<file path="src/hw/rtl/apvt_pkg.sv">
`default_nettype none

package apvt_pkg;

    // Field widths of one stream item.
    localparam int DATA_WIDTH  = 32;
    localparam int CMD_WIDTH   = 2;
    localparam int IDX_WIDTH   = 4;

    // Fixed-point format and clamp range of the results.
    localparam int COORD_WIDTH = 32;
    localparam int FRAC_BITS   = 16;

    // Matrix shape: three rows of four columns, row-major.
    localparam int MAT_ROWS    = 3;
    localparam int MAT_COLS    = 4;
    localparam int NUM_COEFFS  = MAT_ROWS * MAT_COLS;
    localparam int NUM_AXES    = 3;

    // Arithmetic widths: full product, rounded product term, sum of four terms.
    localparam int PROD_WIDTH  = 2 * DATA_WIDTH;
    localparam int TERM_WIDTH  = PROD_WIDTH - FRAC_BITS;
    localparam int SUM_WIDTH   = TERM_WIDTH + 2;

    // Stream packing.
    localparam int IN_TDATA_WIDTH  = 136;
    localparam int OUT_TDATA_WIDTH = 96;

    // Command queue between front and back.
    localparam int FIFO_DEPTH      = 4;
    localparam int FIFO_PTR_WIDTH  = $clog2(FIFO_DEPTH);
    localparam int FIFO_CNT_WIDTH  = $clog2(FIFO_DEPTH + 1);

    // The value 1.0 in the coefficient format.
    localparam logic [DATA_WIDTH-1:0] COEFF_ONE = DATA_WIDTH'(64'd1 << FRAC_BITS);

    // Bounds of the signed coordinate range, at the sum width.
    localparam logic signed [SUM_WIDTH-1:0] COORD_MAX =
        {{(SUM_WIDTH-COORD_WIDTH+1){1'b0}}, {(COORD_WIDTH-1){1'b1}}};
    localparam logic signed [SUM_WIDTH-1:0] COORD_MIN = ~COORD_MAX;

    typedef logic [CMD_WIDTH-1:0] cmd_t;

    localparam cmd_t CMD_LOAD   = 2'd0;
    localparam cmd_t CMD_POINT  = 2'd1;
    localparam cmd_t CMD_VECTOR = 2'd2;
    localparam cmd_t CMD_CONTRA = 2'd3;

    // One classified operation as it travels through the queue.
    // For a load, d0 carries the coefficient value.
    typedef struct packed {
        cmd_t                          cmd;
        logic [IDX_WIDTH-1:0]          index;
        logic signed [DATA_WIDTH-1:0]  d0;
        logic signed [DATA_WIDTH-1:0]  d1;
        logic signed [DATA_WIDTH-1:0]  d2;
    } op_t;

endpackage

`default_nettype wire

</file>
<file path="src/hw/rtl/apvt_front.sv">
`default_nettype none

module apvt_front (
    input  wire                                   clk,
    input  wire                                   rst_n,
    input  wire                                   s_axis_tvalid,
    output logic                                  s_axis_tready,
    // coeff_index, coeff_value, in_x, in_y, in_z, zero padding
    input  wire  [apvt_pkg::IN_TDATA_WIDTH-1:0]   s_axis_tdata,
    // command
    input  wire  [apvt_pkg::CMD_WIDTH-1:0]        s_axis_tuser,
    output logic                                  push,
    output apvt_pkg::op_t                         push_op,
    input  wire                                   full
);

    localparam int IDX_LSB = 0;
    localparam int VAL_LSB = IDX_LSB + apvt_pkg::IDX_WIDTH;
    localparam int X_LSB   = VAL_LSB + apvt_pkg::DATA_WIDTH;
    localparam int Y_LSB   = X_LSB + apvt_pkg::DATA_WIDTH;
    localparam int Z_LSB   = Y_LSB + apvt_pkg::DATA_WIDTH;

    logic           valid_reg;
    logic           valid_next;
    apvt_pkg::op_t  op_reg;
    apvt_pkg::op_t  op_next;
    apvt_pkg::op_t  in_op;
    logic           accept;
    logic           keep;

    // Unpack the incoming transaction into an operation.
    always_comb
    begin
        in_op.cmd   = s_axis_tuser;
        in_op.index = s_axis_tdata[IDX_LSB +: apvt_pkg::IDX_WIDTH];
        if (s_axis_tuser == apvt_pkg::CMD_LOAD)
        begin
            in_op.d0 = s_axis_tdata[VAL_LSB +: apvt_pkg::DATA_WIDTH];
        end
        else
        begin
            in_op.d0 = s_axis_tdata[X_LSB +: apvt_pkg::DATA_WIDTH];
        end
        in_op.d1 = s_axis_tdata[Y_LSB +: apvt_pkg::DATA_WIDTH];
        in_op.d2 = s_axis_tdata[Z_LSB +: apvt_pkg::DATA_WIDTH];
    end

    // A load to an index past the matrix has no effect and is dropped here.
    assign keep = !((in_op.cmd == apvt_pkg::CMD_LOAD) &&
                    (in_op.index >= apvt_pkg::IDX_WIDTH'(apvt_pkg::NUM_COEFFS)));

    assign s_axis_tready = !valid_reg || !full;
    assign accept        = s_axis_tvalid && s_axis_tready;
    assign push          = valid_reg && !full;
    assign push_op       = op_reg;

    // The holding register refills whenever it is empty or its content moves into the queue.
    always_comb
    begin
        valid_next = valid_reg;
        op_next    = op_reg;
        if (s_axis_tready)
        begin
            valid_next = accept && keep;
            op_next    = in_op;
        end
    end

    always_ff @(posedge clk or negedge rst_n)
    begin
        if (!rst_n)
        begin
            valid_reg <= 1'b0;
        end
        else
        begin
            valid_reg <= valid_next;
        end
    end

    always_ff @(posedge clk)
    begin
        op_reg <= op_next;
    end

endmodule

`default_nettype wire

</file>
<file path="config.mk">
export PLATFORM = sky130hd
export DESIGN_NAME = apvt_front
export DESIGN_NICKNAME = d
export VERILOG_FILES = /design/src/hw/rtl/apvt_pkg.sv /design/src/hw/rtl/apvt_front.sv
export SDC_FILE = /design/constraint.sdc
export NUM_CORES = 1
export LEC_CHECK = 0
export BUFFER_PORTS_ARGS = -buffer_cell sky130_fd_sc_hd__buf_2
export CORE_AREA = 2 2 97 99
export CTS_BUF_LIST = sky130_fd_sc_hd__clkbuf_4
export DETAILED_ROUTE_END_ITERATION = 12
export DIE_AREA = 0 0 99 101
export GPL_ROUTABILITY_DRIVEN = 0
export GPL_TIMING_DRIVEN = 0
export PLACE_DENSITY = 0.89
export SETUP_SLACK_MARGIN = 0.3
export SLEW_MARGIN = 0
export SYNTH_ARGS = -nofsm -noshare
export SYNTH_HDL_FRONTEND = slang
export SYNTH_SLANG_ARGS = --single-unit
</file>
<file path="constraint.sdc">
create_clock -name clk -period 7.7 [get_ports clk]
set_input_delay 0.77 -clock clk [delete_from_list [all_inputs] [get_ports clk]]
set_output_delay 0.77 -clock clk [all_outputs]
set_load 0.02 [all_outputs]
</file>
==> metrics.yaml <==
layout.cells.non_filler: 513
slowest_stage: "nand2_4"
period_share: 0.2992
timing.rr.start: "valid_reg$_DFFE_PN0P_"
grt_usage: 0.1495
multi_input_area_um2: 414.1
peakVddDrop_uv: 104.9
start_util: 0.3943
skew_ns: 0.02110
drv_cap: 0
ant_nets: 0
drt-total-wl_um: 7923
ioPinCount: 246
ctsLongestPathBuffers: 2
hp-class: "primary input to async pin"
max_slew.worst_pin.slew_ns: 0.4810
vias: 2302
path_clk_slew_ns: 0.16
r2r-end: "push_op[23]$_DFFE_PP_"
netlist_area_mm2: 0.003540
drt_pre_antenna_iters: 4
worstSetupEndpointType: "output pin"
critical_path.cell_chain: "buf_2 -> nand2_4 -> buf_2"
antenna_found_initial: 1
cts.htree.levels: 3
seqPwrFrac: 0.615
cts_tree: "built"
swShare: 0.2669
clockRootBuffer: "clkbuf_4"
dp.cells: 497
gr-total-overflow: 0
wl_per_cell_um: 15.44
final_cell_mix: "buf_2, edfxtp_1, mux2_2, clkbuf_4, clkbuf_8"
grt_max_degree: 71
p_switching_mw: 0.2944
synth_nets: 286
core_region_area_mm2: 0.008977
relSlewSlack: 0.6790
synth_cell_type_count: 11
post-dp-hpwl_um: 6145
cp.arrival_ns: 1.53
critPathMaxStageDelay_ns: 0.37
ys_ff_latch: 103
status: "finished, final reports clean"
clkPwrFrac: 0.228
pwr_density_cell_mw_per_mm2: 218.8
die_h_um: 101
required_ns: 6.93
via_per_inst: 4.487
cts_buffers: 9
grt_pass1_wl_um: 11160
internal_power_mw: 0.8086
finalHoldViolCount: 0
r2r_slack_ns: 6.16
cts_sinks: 103
rows: 35
nNetsFinal: 539
die_x_um: 99
crit_top_cell: "buf_2"
cp_max_fo: 35
post-route-drc-count: 0
final_common_cell: "buf_2"
design.die.area_mm2: 0.009999
clock.fmax_ghz: 0.4340
utilization: 0.5617
yosysSeqAreaShare: 0.8724
io_buffers: 241
leakagePower_nw: 2.240
drtIter0Drc: 53
finalSetupViolations: 0
grt_pass1_vias: 2337
fin_setup_tns_ns: 0
final.min_clock_period_ns: 2.304
crit_type: "primary input to output pin"
n_fill_cell: 718
syn_inst: 144
comb_power_share: 0.157
cp_top_family: "buffers and inverters"
r2r_cells: 2
cts_resized: 0
cts_hold_buf: 0
drive_above_1_share: 0.7338
post-cts-setup-buffers: 0
syn_area_per_cell_um2: 24.58
num_antenna_cells: 0
regArea_mm2: 0.003088
cp-start-kind: "primary input"
syn_to_final_growth_pct: 42.45
maxSlewViolCount: 0
rsz0062_at_grt: "no"
clk-insertion-delay-late_ns: 0.43
ys_warn_count: 0
critPathBufInv: 2
largest_reg_flops: 102
==> through the flow <==
step                      hold WS (ns)  power [mW]  cell area [µm²]  worst slack [ns]
after floorplan                 0.4744      0.7857             3540             3.877
after global placement          0.5457      0.8638             4885             2.678
after detailed placement        0.5563      0.8678             4920             5.383
after CTS                      0.03104       1.121             5042             5.343
after global routing           0.03159       1.152             5042             5.285
final                          0.07921       1.103             5042             5.396
==> power groups by stage <==
stage / clock network [mW] / registers [mW] / logic (mW)
CTS: 0.265 / 0.680 / 0.176
global placement: 0 / 0.695 / 0.168
floorplan: 0 / 0.755 / 0.0311
global route: 0.285 / 0.683 / 0.184
finish: 0.251 / 0.679 / 0.173
detailed placement: 0 / 0.692 / 0.175
==> worst max path at each step <==
| stage | depth (start not counted) | from | slack (ns) | endpoint |
|---|---|---|---|---|
| final | 3 | full | 5.40 | s_axis_tready |
| after global routing | 2 | valid_reg$_DFFE_PN0P_ | 5.29 | s_axis_tready |
| after CTS | 2 | valid_reg$_DFFE_PN0P_ | 5.34 | s_axis_tready |
| after detailed placement | 3 | full | 5.38 | s_axis_tready |
| after global placement | 3 | full | 2.68 | s_axis_tready |
| after floorplan | 1 | full | 3.88 | s_axis_tready |
==> per-layer routing <==
metal | part of all wire | global-route usage | up-vias | wire [µm]
li1 | - | - | 1082 | -
met1 | 0.35 | 0.1593 | 1056 | 2756
met2 | 0.51 | 0.2562 | 149 | 4059
met3 | 0.12 | 0.06796 | 13 | 954
met4 | 0.017 | 0.06533 | 2 | 138
met5 | 0.0016 | 0 | - | 13
==> layout make-up <==
type                            count  area share
Sequential cell                   103      0.6124
Clock inverter                      7     0.01092
Inverter                            1   0.0007444
Timing Repair Buffer              242      0.2447
Clock buffer                        9     0.01340
Multi-Input combinational cell     37     0.08213
Tap cell                          111     0.02754
Buffer                              3    0.008189
==> cells by family after synthesis <==
| group | synth area share |
|---|---|
| AO/OA/AOI/OAI | 0.001413 |
| buffers and inverters | 0.01272 |
| flip-flops | 0.8724 |
| multiplexers | 0.1039 |
| AND/OR/NAND/NOR | 0.009543 |
==> worst register-to-register path: stages, from the launching register on <==
cell	delay (ns)
dfrtp_1	0.44
nand2_4	0.38
buf_16	0.36
==> cells in the mapped netlist <==
| cell | number | share of area |
|---|---|---|
| edfxtp_1 | 102 | 0.87 |
| mux2_2 | 30 | 0.095 |
| clkbuf_8 | 3 | 0.012 |
| mux2_4 | 2 | 0.0085 |
| and4bb_2 | 1 | 0.0035 |
| dfrtp_1 | 1 | 0.0071 |
| inv_1 | 1 | 0.0011 |
| nand2_1 | 1 | 0.0011 |
| nor2_4 | 1 | 0.0032 |
| nor2b_1 | 1 | 0.0018 |
| o21ai_0 | 1 | 0.0014 |
(Power assumes the default switching activity.)
