### src/hw/rtl/apvt_pkg.sv
`default_nettype none

package apvt_pkg;

    // Field widths of one stream item.
    localparam int DATA_WIDTH  = 32;
    localparam int CMD_WIDTH   = 2;
    localparam int IDX_WIDTH   = 4;

    // Fixed-point format and clamp range of the results.
    localparam int COORD_WIDTH = 32;
    localparam int FRAC_BITS   = 16;

    // Matrix shape: three rows of four columns, row-major.
    localparam int MAT_ROWS    = 3;
    localparam int MAT_COLS    = 4;
    localparam int NUM_COEFFS  = MAT_ROWS * MAT_COLS;
    localparam int NUM_AXES    = 3;

    // Arithmetic widths: full product, rounded product term, sum of four terms.
    localparam int PROD_WIDTH  = 2 * DATA_WIDTH;
    localparam int TERM_WIDTH  = PROD_WIDTH - FRAC_BITS;
    localparam int SUM_WIDTH   = TERM_WIDTH + 2;

    // Stream packing.
    localparam int IN_TDATA_WIDTH  = 136;
    localparam int OUT_TDATA_WIDTH = 96;

    // Command queue between front and back.
    localparam int FIFO_DEPTH      = 4;
    localparam int FIFO_PTR_WIDTH  = $clog2(FIFO_DEPTH);
    localparam int FIFO_CNT_WIDTH  = $clog2(FIFO_DEPTH + 1);

    // The value 1.0 in the coefficient format.
    localparam logic [DATA_WIDTH-1:0] COEFF_ONE = DATA_WIDTH'(64'd1 << FRAC_BITS);

    // Bounds of the signed coordinate range, at the sum width.
    localparam logic signed [SUM_WIDTH-1:0] COORD_MAX =
        {{(SUM_WIDTH-COORD_WIDTH+1){1'b0}}, {(COORD_WIDTH-1){1'b1}}};
    localparam logic signed [SUM_WIDTH-1:0] COORD_MIN = ~COORD_MAX;

    typedef logic [CMD_WIDTH-1:0] cmd_t;

    localparam cmd_t CMD_LOAD   = 2'd0;
    localparam cmd_t CMD_POINT  = 2'd1;
    localparam cmd_t CMD_VECTOR = 2'd2;
    localparam cmd_t CMD_CONTRA = 2'd3;

    // One classified operation as it travels through the queue.
    // For a load, d0 carries the coefficient value.
    typedef struct packed {
        cmd_t                          cmd;
        logic [IDX_WIDTH-1:0]          index;
        logic signed [DATA_WIDTH-1:0]  d0;
        logic signed [DATA_WIDTH-1:0]  d1;
        logic signed [DATA_WIDTH-1:0]  d2;
    } op_t;

endpackage

`default_nettype wire

### src/hw/rtl/apvt_fifo.sv
`default_nettype none

module apvt_fifo (
    input  wire             clk,
    input  wire             rst_n,
    input  wire             push,
    input  apvt_pkg::op_t   push_op,
    output logic            full,
    input  wire             pop,
    output apvt_pkg::op_t   pop_op,
    output logic            empty
);

    apvt_pkg::op_t                          mem_reg [apvt_pkg::FIFO_DEPTH];
    logic [apvt_pkg::FIFO_PTR_WIDTH-1:0]    wr_ptr_reg;
    logic [apvt_pkg::FIFO_PTR_WIDTH-1:0]    wr_ptr_next;
    logic [apvt_pkg::FIFO_PTR_WIDTH-1:0]    rd_ptr_reg;
    logic [apvt_pkg::FIFO_PTR_WIDTH-1:0]    rd_ptr_next;
    logic [apvt_pkg::FIFO_CNT_WIDTH-1:0]    count_reg;
    logic [apvt_pkg::FIFO_CNT_WIDTH-1:0]    count_next;

    assign full   = (count_reg == apvt_pkg::FIFO_CNT_WIDTH'(apvt_pkg::FIFO_DEPTH));
    assign empty  = (count_reg == '0);
    assign pop_op = mem_reg[rd_ptr_reg];

    // Pointer and fill count update.
    always_comb
    begin
        wr_ptr_next = wr_ptr_reg;
        rd_ptr_next = rd_ptr_reg;
        count_next  = count_reg;
        if (push)
        begin
            wr_ptr_next = wr_ptr_reg + 1'b1;
        end
        if (pop)
        begin
            rd_ptr_next = rd_ptr_reg + 1'b1;
        end
        if (push && !pop)
        begin
            count_next = count_reg + 1'b1;
        end
        else if (pop && !push)
        begin
            count_next = count_reg - 1'b1;
        end
    end

    always_ff @(posedge clk or negedge rst_n)
    begin
        if (!rst_n)
        begin
            wr_ptr_reg <= '0;
            rd_ptr_reg <= '0;
            count_reg  <= '0;
        end
        else
        begin
            wr_ptr_reg <= wr_ptr_next;
            rd_ptr_reg <= rd_ptr_next;
            count_reg  <= count_next;
        end
    end

    // Queue storage.
    always_ff @(posedge clk)
    begin
        if (push)
        begin
            mem_reg[wr_ptr_reg] <= push_op;
        end
    end

    // The fill count stays within the queue depth.
    assert property (@(posedge clk) disable iff (!rst_n)
        count_reg <= apvt_pkg::FIFO_CNT_WIDTH'(apvt_pkg::FIFO_DEPTH))
        else $error("queue fill count beyond depth");

    // A push into a full queue or a pop from an empty one never happens.
    assert property (@(posedge clk) disable iff (!rst_n)
        !(push && full) && !(pop && empty))
        else $error("queue overrun or underrun");

endmodule

`default_nettype wire

### config.mk
export PLATFORM = sky130hd
export DESIGN_NAME = apvt_fifo
export DESIGN_NICKNAME = d
export VERILOG_FILES = /design/src/hw/rtl/apvt_pkg.sv /design/src/hw/rtl/apvt_fifo.sv
export SDC_FILE = /design/constraint.sdc
export NUM_CORES = 1
export LEC_CHECK = 0
export BUFFER_PORTS_ARGS = -buffer_cell sky130_fd_sc_hd__clkbuf_2
export CAP_MARGIN = 0
export CORE_MARGIN = 1.5
export CORE_UTILIZATION = 61
export DETAILED_ROUTE_END_ITERATION = 7
export PLACE_DENSITY = 0.84
export SYNTH_ARGS = -nofsm -noshare
export SYNTH_HDL_FRONTEND = slang
export SYNTH_SLANG_ARGS = --single-unit
### constraint.sdc
create_clock -name clk -period 5.6 [get_ports clk]
set_input_delay 0.56 -clock clk [delete_from_list [all_inputs] [get_ports clk]]
set_output_delay 0.56 -clock clk [all_outputs]
set_load 0.005 [all_outputs]
==> results of run 1 <==
## final timing paths
kind / end / slack, ns / depth (start not counted)
max in group asynchronous: rd_ptr_reg[1]$_DFFE_PN0P_ / 4.98 / 2
max reg2reg: mem_reg[2][32]$_DFFE_PP_ / 3.10 / 4
min reg2reg: count_reg[2]$_DFFE_PN0P_ / 0.51 / 1
min in group asynchronous: count_reg[1]$_DFFE_PN0P_ / 0.43 / 2
max: pop_op[90] / 2.26 / 3
min: mem_reg[3][75]$_DFFE_PP_ / 0.25 / 1
## where the power goes
part	total [µW]	internal (µW)	switching, µW
clock network	2610	1540	1070
registers	4400	4070	331
logic	2250	1160	1080
total	9260	6770	2480
## area by class of cell
class,instances,area share [%]
flip-flops and latches,415,69.9
multi-input cells,125,14.1
repair buffers,216,6.26
clock buffers,50,6.19
well taps,324,2.28
clock inverters,25,1.14
inverters,4,0.0844
diodes,1,0.0141
## cells by family (layout without fill, tap and decap cells)
| kind of cell | count (synthesis) | count (layout) | share of synthesized area (%) |
|---|---|---|---|
| adder cells (fa/ha/maj) | 6 | 6 | 0.544 |
| multiplexers | 103 | 103 | 15.2 |
| AO/OA/AOI/OAI | 1 | 1 | 0.0330 |
| XOR/XNOR | 6 | 6 | 0.346 |
| other | 0 | 1 | 0 |
| buffers and inverters | 27 | 295 | 1.60 |
| AND/OR/NAND/NOR | 9 | 9 | 0.322 |
| flip-flops | 415 | 415 | 81.9 |
## worst max-delay path, stage by stage, from the launching register on
cell	delay, ns
dfrtp_4	0.88
buf_12	0.50
mux4_2	0.62
clkbuf_2	0.13
## cell usage in the layout, fill, tap and decap left out, drive strengths merged, types with 2 or more instances in the layout
cell type | netlist | routed
buf | 23 | 6
inv | 4 | 6
dfrtp | 7 | 7
clkinv | 0 | 19
ha | 5 | 5
mux4 | 102 | 102
and2 | 4 | 4
bufinv | 0 | 3
edfxtp | 408 | 408
clkbuf | 0 | 259
xnor2 | 2 | 2
nand2 | 2 | 2
xor2 | 4 | 4
## metrics by stage
stage | hold slack (ns) | area, µm²
after detailed placement | 0.410 | 16500
after floorplan | 0.264 | 15200
after global routing | 0.232 | 17800
after CTS | 0.236 | 17800
final | 0.251 | 17800
after global placement | 0.401 | 16500
## cells in the mapped netlist
library cell  number  area share (%)
edfxtp_1         408              81
buf_12             6            0.79
buf_6              1           0.074
buf_4              4            0.20
and2_1             4            0.16
o21ai_0            1           0.033
nor3b_1            1           0.050
inv_1              4           0.099
nor3_1             1           0.033
fa_1               1            0.13
dfrtp_1            7             1.2
xnor2_1            2            0.12
mux2_2             1           0.074
buf_2              8            0.26
mux4_2           102              15
buf_1              3           0.074
buf_8              1           0.099
nand2_1            2           0.050
nor2_1             1           0.025
xor2_1             4            0.23
ha_1               5            0.41
## routing by layer
layer,vias up,global-route usage [%],routed length (µm)
met3,53,4.18,1520
li1,2925,-,-
met1,3509,28.8,10400
met5,-,0,0
met4,0,7.43,770
met2,254,39.6,15200
==> metrics.md, run 1 <==
| Metric | Value |
|---|---|
| Status | complete, no violations |
| Worst setup margin | 2.26 ns |
| Fill cells | 1,385 |
| RSZ-0062 raised after global routing | no |
| GRT overflow | 0 |
| Total setup buffers inserted after CTS | 0 |
| Max-cap violation count | 0 |
| Hold buffers post-CTS | 1 |
| Final wirelength | 27,900 µm |
| Post-route DRC | 0 |
| Ys Warns | 0 |
| Row count | 57 |
| CTS Buffer Depth | 3 |
| Starting Density | 62.2% |
| Final setup vio count | 0 |
| Critical path type | reg -> out |
| Seq cells post-synth | 415 |
| DRT iter0 DRCs | 644 |
| Number of port buffers | 209 |
| Share of cells above drive strength 1 | 46.1% |
| Worst setup EP type | primary output |
| Die Height | 161 µm |
| Die Area | 25,800 µm² |
| Worst hold path type | in -> reg |
| Vias in the first global route | 7,416 |
| Mapped Cells | 567 |
| Htree depth | 2 |
| Root Buffer | clkbuf_16 |
| Dpl cells | 1,083 |
| Fin. Hold Viols | 0 |
| Multi-input gate area | 2510 µm² |
| Post-synthesis net count | 679 |
| Sequential-to-total area share from yosys stat | 81.9% |
| Clk_skew | 0.0221 ns |
| Setup WS pre-CTS | 2.71 ns |
| Dpl hpwl | 16,600 µm |
| Total track usage | 22.5% |
| Max FFs per register | 408 |
| Antenna Nets Post-Route | 0 |
| Final Cycle Share | 59.6% |
| Fin cells | 1,160 |
| Slew headroom | 27.8% |
| TritonCTS Buffers | 41 |
| Least-Margin Pin Slew | 1.08 ns |
| Avg Cell Area, Syn | 26.7 µm² |
| CTS tree | built |
| Max Freq | 299 MHz |
| Core area | 24,400 µm² |
| Ports | 210 |
| Pre-Repair DR Iteration Count | 5 |
| Worst-path clk slew | 0.06 ns |
| # resized after CTS | 0 |
| Fin. max-slew vios | 0 |
| Origin of the critical flop-to-flop path | wr_ptr_reg[0]$_DFFE_PN0P_ |
| LEAKAGE | 0.00615 µW |
| Worst setup SP type | register |
| Min Tclk post-route | 3.34 ns |
| Cell Pwr Density | 521 nW/µm² |
| Reg area | 12,400 µm² |
| GPL Wtd Cong | 0.736 |
| Vias per cell | 5.81 |
| Largest fanout on the critical path | 71 |
| Largest net degree at the start of global routing | 72 |
| Arr. time, crit path | 2.78 ns |
| Worst IR Drop VDD | 0.422 mV |
| WL/cell | 24.0 µm |
| # clock sinks | 415 |
| Mapped cell area | 15,200 µm² |
| Hold_sp | push_op[75] |
| First-pass GRT wire length | 43,000 µm |
| Fin nets | 915 |
| Yosys cell types | 21 |
| WP data required | 5.04 ns |
| Clk_lat worst skew | 0.53 ns |
| Setup_tns | 0 ns |
| Crit path from | rd_ptr_reg[0]$_DFFE_PN0P_ |
| Core Util, Final | 72.9% |
| Vias | 6,741 |
| Tot Pwr | 9260 µW |
| Antenna violations before repair | 0 |
| Area growth syn-to-layout | 17.2% |
| Die width | 161 µm |
Note: power is estimated with default switching activity, not from simulation.
==> run 2: changes to the inputs <==
--- a/config.mk
+++ b/config.mk
@@ -8,9 +8,9 @@
 export BUFFER_PORTS_ARGS = -buffer_cell sky130_fd_sc_hd__clkbuf_2
 export CAP_MARGIN = 0
 export CORE_MARGIN = 1.5
-export CORE_UTILIZATION = 61
+export CORE_UTILIZATION = 57
 export DETAILED_ROUTE_END_ITERATION = 7
-export PLACE_DENSITY = 0.84
+export PLACE_DENSITY = 0.79
 export SYNTH_ARGS = -nofsm -noshare
 export SYNTH_HDL_FRONTEND = slang
 export SYNTH_SLANG_ARGS = --single-unit
==> constraint.sdc (replaced) <==
create_clock -name clk -period 3.45 [get_ports clk]
set_input_delay 0.345 -clock clk [delete_from_list [all_inputs] [get_ports clk]]
set_output_delay 0.345 -clock clk [all_outputs]
set_load 0.005 [all_outputs]
==> metrics.md, run 2 (synthesis gave the netlist of run 1 again) <==
| Metric | Value |
|---|---|
| Status | complete, no violations |
| Int Power | 11,100 µW (+64%) |
| Max Freq | 362 MHz |
| Most common cell after layout, fill and taps aside | edfxtp_1 |
| Starting Density | 58.2% (-4.0 points) |
| Hold endpoint | mem_reg[1][87]$_DFFE_PP_ |
| RR Endpoint | mem_reg[3][6]$_DFFE_PP_ |
| WL/cell | 23.2 µm (-3.3%) |
| Final instance area | 17,900 µm² (+0.84%) |
| Row count | 59 (+3.5%) |
| Min Tclk post-route | 2.77 ns |
| Cell Pwr Density | 847 nW/µm² (+63%) |
| Largest fanout on the critical path | 22 (-69%) |
| Hold buffers post-CTS | 1 (unchanged) |
| Cell count of the worst reg-to-reg path | 3 (-1) |
| Clk_skew | 0.00766 ns (-0.0144 ns) |
| Final hold slack | 0.0392 ns (-0.212 ns) |
| Total track usage | 20.3% (-2.2 points) |
| Commonest cells after routing, fill and taps aside | 408 x edfxtp_1, 209 x clkbuf_2, 102 x mux4_2, 43 x clkbuf_16, 11 x buf_4 |
| Setup_tns | 0 ns (unchanged) |
| Max FFs per register | 408 (unchanged) |
| Fin nets | 925 (+1.1%) |
| Die width | 166 µm (+3.4%) |
| Fin. max-slew vios | 0 (unchanged) |
| Number of port buffers | 209 (unchanged) |
| First-pass GRT wire length | 42,200 µm (-1.8%) |
| CP peak stage delay | 0.72 ns (-0.16 ns) |
| Worst Path Buf+Inv | 2 (unchanged) |
| TritonCTS Buffers | 41 (unchanged) |
| CP top delay family | flip-flops |
| Worst IR Drop VDD | 0.481 mV (+14%) |
| Worst hold path depth | 1 (unchanged) |
| Final wirelength | 27,400 µm (-1.6%) |
| GPL Wtd Cong | 0.732 (-0.61%) |
| Vias | 6,833 (+1.4%) |
| Max-cap violation count | 0 (unchanged) |
| Vias in the first global route | 7,272 (-1.9%) |
| Htree depth | 2 (unchanged) |
| Switching share of power | 26.7% (-0.17 points) |
| Clock power share | 28.3% (about the same) |
| Antenna violations before repair | 2 (+2) |
| Worst setup EP type | primary output |
| Slew headroom | 47.4% (+20 points) |
| GRT overflow | 0 (unchanged) |
| DRT iter0 DRCs | 549 (-15%) |
| Clk_lat worst skew | 0.51 ns (-0.02 ns) |
| Dpl hpwl | 17,100 µm (+3.1%) |
| Final Cycle Share | 80.2% |
| Core area | 26,100 µm² (+6.8%) |
| # clock sinks | 415 (unchanged) |
| Post-DP Area | 16,600 µm² (+0.84%) |
| # resized after CTS | 0 (unchanged) |
| Final setup vio count | 0 (unchanged) |
| RSZ-0062 raised after global routing | no |
| CTS tree | built |
| Ports | 210 (unchanged) |
| Hold_sp | push_op[87] |
| Share of cells above drive strength 1 | 46.5% (+0.39 points) |
| Total setup buffers inserted after CTS | 0 (unchanged) |
| Slowest-stage cell, CP | dfrtp_4 |
| CTS Buffer Depth | 3 (unchanged) |
| LEAKAGE | 0.00622 µW (+1.2%) |
| Area growth syn-to-layout | 18.2% |
| Vias per cell | 5.79 (-0.35%) |
| Largest net degree at the start of global routing | 51 (-29%) |
| Fill cells | 1,581 (+14%) |
| Fin. Hold Viols | 0 (unchanged) |
| Net switching power | 4050 µW (+63%) |
| Worst setup SP type | register |
| Worst setup margin | 0.684 ns (-1.58 ns) |
| WP data required | 3.11 ns (-1.93 ns) |
| Critical path type | reg -> out |
| Worst-path clk slew | 0.06 ns (about the same) |
| Die Area | 27,600 µm² (+6.9%) |
| Pre-Repair DR Iteration Count | 5 (unchanged) |
| Root Buffer | clkbuf_16 |
| Least-Margin Pin Slew | 0.788 ns (-0.295 ns) |
| Setup WS pre-CTS | 1.17 ns (-1.54 ns) |
| Post-route DRC | 0 (unchanged) |
| Core Util, Final | 68.8% (-4.1 points) |
| Origin of the critical flop-to-flop path | wr_ptr_reg[0]$_DFFE_PN0P_ |
| Combinational share of power | 25.4% (+1.1 points) |
| Critical path, cell by cell | buf_4 > mux4_2 > clkbuf_2 |
| FF-to-FF setup slack | 1.47 ns (-1.63 ns) |
| Antenna Nets Post-Route | 0 (unchanged) |
| Die Height | 166 µm (+3.4%) |
| Worst hold path type | in -> reg |
| Sequential Power Share | 46.3% (-1.3 points) |
| Arr. time, crit path | 2.42 ns (-0.36 ns) |
==> run 2: how the worst max path moves through the flow <==
stage / from / endpoint / slack, ns / depth (start not counted)
3_5_place_dp: rd_ptr_reg[0]$_DFFE_PN0P_ / pop_op[36] / 1.17 / 3
5_1_grt: rd_ptr_reg[0]$_DFFE_PN0P_ / pop_op[36] / 0.54 / 3
2_1_floorplan: wr_ptr_reg[0]$_DFFE_PN0P_ / mem_reg[2][0]$_DFFE_PP_ / 0.006 / 3
3_3_place_gp: rd_ptr_reg[0]$_DFFE_PN0P_ / pop_op[46] / 1.22 / 3
4_1_cts: rd_ptr_reg[0]$_DFFE_PN0P_ / pop_op[36] / 0.61 / 3
6_report: rd_ptr_reg[0]$_DFFE_PN0P_ / pop_op[36] / 0.68 / 3
==> run 2: cell type report <==
class                   count  area (µm²)  area share (%)
well taps                 335         419            2.34
clock buffers              49        1100            6.13
repair buffers            226        1240            6.91
clock inverters            24         213            1.19
multi-input cells         125        2510            14.0
inverters                   4        15.0          0.0837
diodes                      2        5.00          0.0279
flip-flops and latches    415       12400            69.3
==> run 2: worst register-to-register path: stages (launching register included) <==
cell and delay, ns:
dfrtp_1 0.40, ha_1 0.16, and2_4 0.53, buf_4 0.53
==> run 2: layer usage <==
metal / vias up / part of all wire [%] / global-route usage [%]
met5: - / 0 / 0
met4: 0 / 3.2 / 7.25
met3: 62 / 6.3 / 4.46
met2: 253 / 52 / 34.4
met1: 3572 / 38 / 26.3
li1: 2946 / - / -
==> run 2: per-stage QoR <==
stage          std cells  power [µW]
2_1_floorplan        567        9590
3_3_place_gp        1104       10900
3_5_place_dp        1104       11100
4_1_cts             1178       15400
5_1_grt             1178       15800
6_report            1180       15200
==> run 2: power groups by stage <==
| stage | logic [µW] | registers, µW | clock network [µW] |
|---|---|---|---|
| after detailed placement | 3940 | 7140 | 0 |
| after floorplan | 2670 | 6920 | 0 |
| after global placement | 3850 | 7060 | 0 |
| final | 3860 | 7020 | 4300 |
| after global routing | 4140 | 7120 | 4550 |
| after CTS | 3960 | 7050 | 4370 |
